### config.mk
export PLATFORM = sky130hd
export DESIGN_NAME = lpht_hash
export DESIGN_NICKNAME = d
export VERILOG_FILES = /design/src/hdl/assert_macros.svh /design/src/hdl/lpht_pkg.sv /design/src/hdl/lpht_hash.sv
export SDC_FILE = /design/constraint.sdc
export NUM_CORES = 1
export LEC_CHECK = 0
export BUFFER_PORTS_ARGS = -buffer_cell sky130_fd_sc_hd__buf_2
export CAP_MARGIN = 20
export CORE_MARGIN = 2
export CORE_UTILIZATION = 35
export CTS_BUF_LIST = sky130_fd_sc_hd__clkbuf_2 sky130_fd_sc_hd__clkbuf_4 sky130_fd_sc_hd__clkbuf_8
export DETAILED_ROUTE_END_ITERATION = 8
export PLACE_DENSITY = 0.55
export SLEW_MARGIN = 20
export SYNTH_ARGS = -nofsm -noshare
export SYNTH_HDL_FRONTEND = slang
export SYNTH_SLANG_ARGS = --single-unit
### constraint.sdc
create_clock -name clk -period 9 [get_ports clk]
set_clock_uncertainty 0.1 [all_clocks]
set_input_delay 1.35 -clock clk [delete_from_list [all_inputs] [get_ports clk]]
set_output_delay 1.35 -clock clk [all_outputs]
set_load 0.03 [all_outputs]
### src/hdl/assert_macros.svh
`ifndef ASSERT_MACROS_SVH
`define ASSERT_MACROS_SVH

// Checks a property at every rising clock edge, held off while the reset is asserted.
`define ASSERT_CLK(lbl, prop, msg) \
	lbl: assert property (@(posedge clk) disable iff (!arst_n) prop) else $error(msg);

// Checks that a condition holds at every rising clock edge, held off while the reset is asserted.
`define ASSERT_ALWAYS(lbl, cond, msg) \
	`ASSERT_CLK(lbl, (cond), msg)

`endif

### src/hdl/lpht_pkg.sv
`timescale 1ns / 1ps

package lpht_pkg;

	localparam int KEY_W    = 32;
	localparam int VALUE_W  = 32;
	localparam int FUNC_W   = 2;
	localparam int STATUS_W = 2;
	localparam int SLOT_W   = 10;

	localparam int S_TDATA_W = 64;
	localparam int M_TDATA_W = 48;

	// Marker keys kept in the key store.
	localparam logic [KEY_W-1:0] EMPTY_KEY = 32'h7FFF_FFFE;
	localparam logic [KEY_W-1:0] TOMB_KEY  = 32'h7FFF_FFFF;

	// Seed of the two mix registers that do not take the key.
	localparam logic [KEY_W-1:0] GOLDEN = 32'h9E37_79B9;

	// Operation codes; the unused code behaves as a find.
	localparam logic [FUNC_W-1:0] FN_FIND   = 2'd0;
	localparam logic [FUNC_W-1:0] FN_INSERT = 2'd1;
	localparam logic [FUNC_W-1:0] FN_REMOVE = 2'd2;

	// Result status codes.
	localparam logic [STATUS_W-1:0] STS_DONE     = 2'd0;
	localparam logic [STATUS_W-1:0] STS_MISSING  = 2'd1;
	localparam logic [STATUS_W-1:0] STS_FULL     = 2'd2;
	localparam logic [STATUS_W-1:0] STS_RESERVED = 2'd3;

	typedef enum logic [2:0] {
		ST_CLEAR,
		ST_IDLE,
		ST_HASH,
		ST_CHECK,
		ST_FINISH
	} state_t;

endpackage

### src/hdl/lpht_hash.sv
`timescale 1ns / 1ps

// Iterative 96-bit mix: one of the nine mix lines is applied per cycle.
module lpht_hash (
	input  logic                       clk,
	input  logic                       arst_n,
	input  logic                       start,
	input  logic [lpht_pkg::KEY_W-1:0] key,
	output logic                       done,
	output logic [lpht_pkg::KEY_W-1:0] hash
);

	localparam logic [3:0] LAST_STEP = 4'd8;

	logic [lpht_pkg::KEY_W-1:0] a_q, b_q, c_q;
	logic [lpht_pkg::KEY_W-1:0] a_d, b_d, c_d;
	logic [3:0]                 step_q;
	logic                       run_q;
	logic                       done_q;

	always_comb begin
		a_d = a_q;
		b_d = b_q;
		c_d = c_q;
		case (step_q)
			4'd0: a_d = (a_q - b_q - c_q) ^ (c_q >> 13);
			4'd1: b_d = (b_q - c_q - a_q) ^ (a_q << 8);
			4'd2: c_d = (c_q - a_q - b_q) ^ (b_q >> 13);
			4'd3: a_d = (a_q - b_q - c_q) ^ (c_q >> 12);
			4'd4: b_d = (b_q - c_q - a_q) ^ (a_q << 16);
			4'd5: c_d = (c_q - a_q - b_q) ^ (b_q >> 5);
			4'd6: a_d = (a_q - b_q - c_q) ^ (c_q >> 3);
			4'd7: b_d = (b_q - c_q - a_q) ^ (a_q << 10);
			4'd8: c_d = (c_q - a_q - b_q) ^ (b_q >> 15);
			default: ;
		endcase
	end

	always_ff @(posedge clk) begin
		if (start) begin
			a_q <= lpht_pkg::GOLDEN;
			b_q <= lpht_pkg::GOLDEN;
			c_q <= key;
		end else if (run_q) begin
			a_q <= a_d;
			b_q <= b_d;
			c_q <= c_d;
		end
	end

	always_ff @(posedge clk or negedge arst_n) begin
		if (!arst_n) begin
			run_q  <= 1'b0;
			done_q <= 1'b0;
			step_q <= '0;
		end else if (start) begin
			run_q  <= 1'b1;
			done_q <= 1'b0;
			step_q <= '0;
		end else if (run_q) begin
			if (step_q == LAST_STEP) begin
				run_q  <= 1'b0;
				done_q <= 1'b1;
			end else begin
				step_q <= step_q + 4'd1;
			end
		end
	end

	assign done = done_q;
	assign hash = c_q;

endmodule

==> reports/metrics.cfg <==
[place]
dp_hpwl_mm = 43.4
gp_congestion = 0.960
dp.cells = 2135
portBuffers = 67

[layout]
final_cells = 2151
antenna_cells = 0
syn2layout_area_growth_pct = 7.42
drive_gt1_share_pct = 9.68
final_nets = 1859

[yosys]
synth_area_leaders = fa_1 (14%), xnor2_1 (12%), ha_1 (9.4%), dfxtp_1 (9.3%), edfxtp_1 (7.0%)
synth_area_um2 = 13800
synthesis.nets = 1838
yosysMostFrequentCell = xnor2_1
synth_top_family_by_area = compound AO/OA/AOI/OAI gates
synth_fa_ha_area_share_pct = 22.9
synth.distinct_cells = 96
ys_seq_area_share_pct = 17.4
synth_simple_gate_area_share_pct = 11.4
synth_cells = 1607
netlist.area_leader.share_pct = 13.5
synth.avg_cell_area_um2 = 8.58
synth_warnings = 0
ys_ff_latch = 102
synth_edf_count = 32
synth-xor-area-share_pct = 15.1
yosysTopAreaCell = fa_1
synth_compound_area_share_pct = 25.4
synth-async-reset-ratio_pct = 5.88
synth_mux_area_share_pct = 1.86
netlist_top_cells_count = xnor2_1 (182), inv_1 (132), a21oi_1 (131)
synth_flop_cell = dfxtp_1

[clock_tree]
cts_tree = yes
cts_made_buffers = 9
cts-hold-fix-buffers = 0
cts_buffer_depth = 2
clkSlewWorstSetupHoldPaths_ps = 130
htree_levels = 3
cts.sinks = 102
post_cts_resized = 0
post-cts-setup-buffer-count = 0
clk_latency_ps = 470
root_buffer = clkbuf_8

[setup_path]
crit_type = reg -> reg
cp_max_fo = 9
worstSetupEndpointType = flip-flop
start_kind = flip-flop
cp_data_arrival_time_ps = 4910
cp.required_ps = 9140

[die]
coreArea_um2 = 38700
fp.dieH_um = 202
die_area_um2 = 41000
num_rows = 72
io_pins = 68
die_x_um = 202
initial_core_util_pct = 35.6

[route]
vias = 12543
viasPerCell = 5.83
ant_nets = 0
drc = 0
dr.pass1.iters = 7
drt-total-wl_mm = 55.1
drt-initial-drc-count = 1347
wl_per_cell_um = 25.6

[sta]
post-route-min-period_ps = 4770
final-hold-violation-count = 0
drv_slew = 0
fin_setup_tns_ps = 0
rsz0062_at_grt = no
worst_slew_pin_slew_ps = 995
finalSetupViolations = 0
min_period_over_period_pct = 53.0
fin_hold_ws_ps = 397
fmax_ghz = 0.210
max_slew_margin_pct = 33.5

[global_routing]
antenna_found_initial = 1
grt_pass1_wl_mm = 82.1
gr-total-overflow = 0
grt_pass1_vias = 12348
grt_usage_pct = 27.3
grt_max_degree = 46

[worst_hold_path]
hold_class = reg -> reg

[outcome]
status = complete, no violations

[flow_run]
drv_cap = 0

-- layout make-up --
cell class                 instances  area [um2]
tap                              518         648
fill                            3996       23900
timing repair buffer              83         455
sequential                       102        2390
multi-input combinational       1300       10600
clock buffer                      11         139
clock inverter                     5         108
inverter                         132         495
-- sequential cells by signal, summed over array words and instances (netlist names) --
register / count
a_q: 32
b_q: 32
done: 1
hash: 32
run_q: 1
step_q: 4
-- final timing paths --
check / startpoint / to / slack [ps] / depth (start not counted)
worst min register to register: b_q[15] / b_q[15] / 400 / 2
worst max register to register: a_q[15] / hash[31] / 4230 / 13
worst min-delay path: b_q[15] / b_q[15] / 400 / 2
max in group asynchronous: arst_n / step_q[0] / 8080 / 1
worst max-delay path: a_q[15] / hash[31] / 4230 / 13
min in group asynchronous: arst_n / done / 580 / 1
-- per-layer routing --
| metal | GRT usage (%) | vias to the layer above | wire length, um |
|---|---|---|---|
| met4 | 10.8 | 0 | 2100 |
| met5 | 0 | - | 0 |
| met3 | 5.26 | 110 | 4540 |
| li1 | - | 5735 | - |
| met1 | 38.5 | 6085 | 24700 |
| met2 | 40.8 | 613 | 23800 |
-- critical path, cell delays in order, from the launching register on --
cell and delay, ps:
dfxtp_1 680, inv_1 400, fa_1 700, ha_1 470
and4_1 250, and4_1 290, nand4_1 150, or2_2 320
o311ai_1 140, o221ai_2 210, o2111ai_1 310, a21oi_1 130
xnor2_1 130, mux2_2 260
-- cell usage in the layout (no fill, tap or decap), types with 55 or more instances in the layout --
master	n
inv_1	131
buf_2	67
dfxtp_1	64
xnor2_1	182
a21oi_1	131
nand2_1	114
nor2_1	89
fa_1	93
o22ai_1	55
ha_1	103
o21ai_0	67
-- logic make-up after synthesis --
group / after synthesis
AO/OA/AOI/OAI: 523
AND/OR/NAND/NOR: 327
XOR/XNOR: 230
buffers and inverters: 205
adder cells (fa/ha/maj): 196
flip-flops: 102
multiplexers: 24
-- stage by stage --
| stage | util, % | area, um2 | setup WS [ps] |
|---|---|---|---|
| 3_3_place_gp | 37.6 | 14600 | 4360 |
| 4_1_cts | 38.2 | 14800 | 4350 |
| 5_1_grt | 38.2 | 14800 | 4130 |
| 2_1_floorplan | - | 13800 | 4440 |
| 6_report | 38.2 | 14800 | 4230 |
| 3_5_place_dp | 37.6 | 14600 | 4370 |
Power is not shown: default switching activity piles up to over one toggle a cycle in this logic, so the estimate is an artifact.
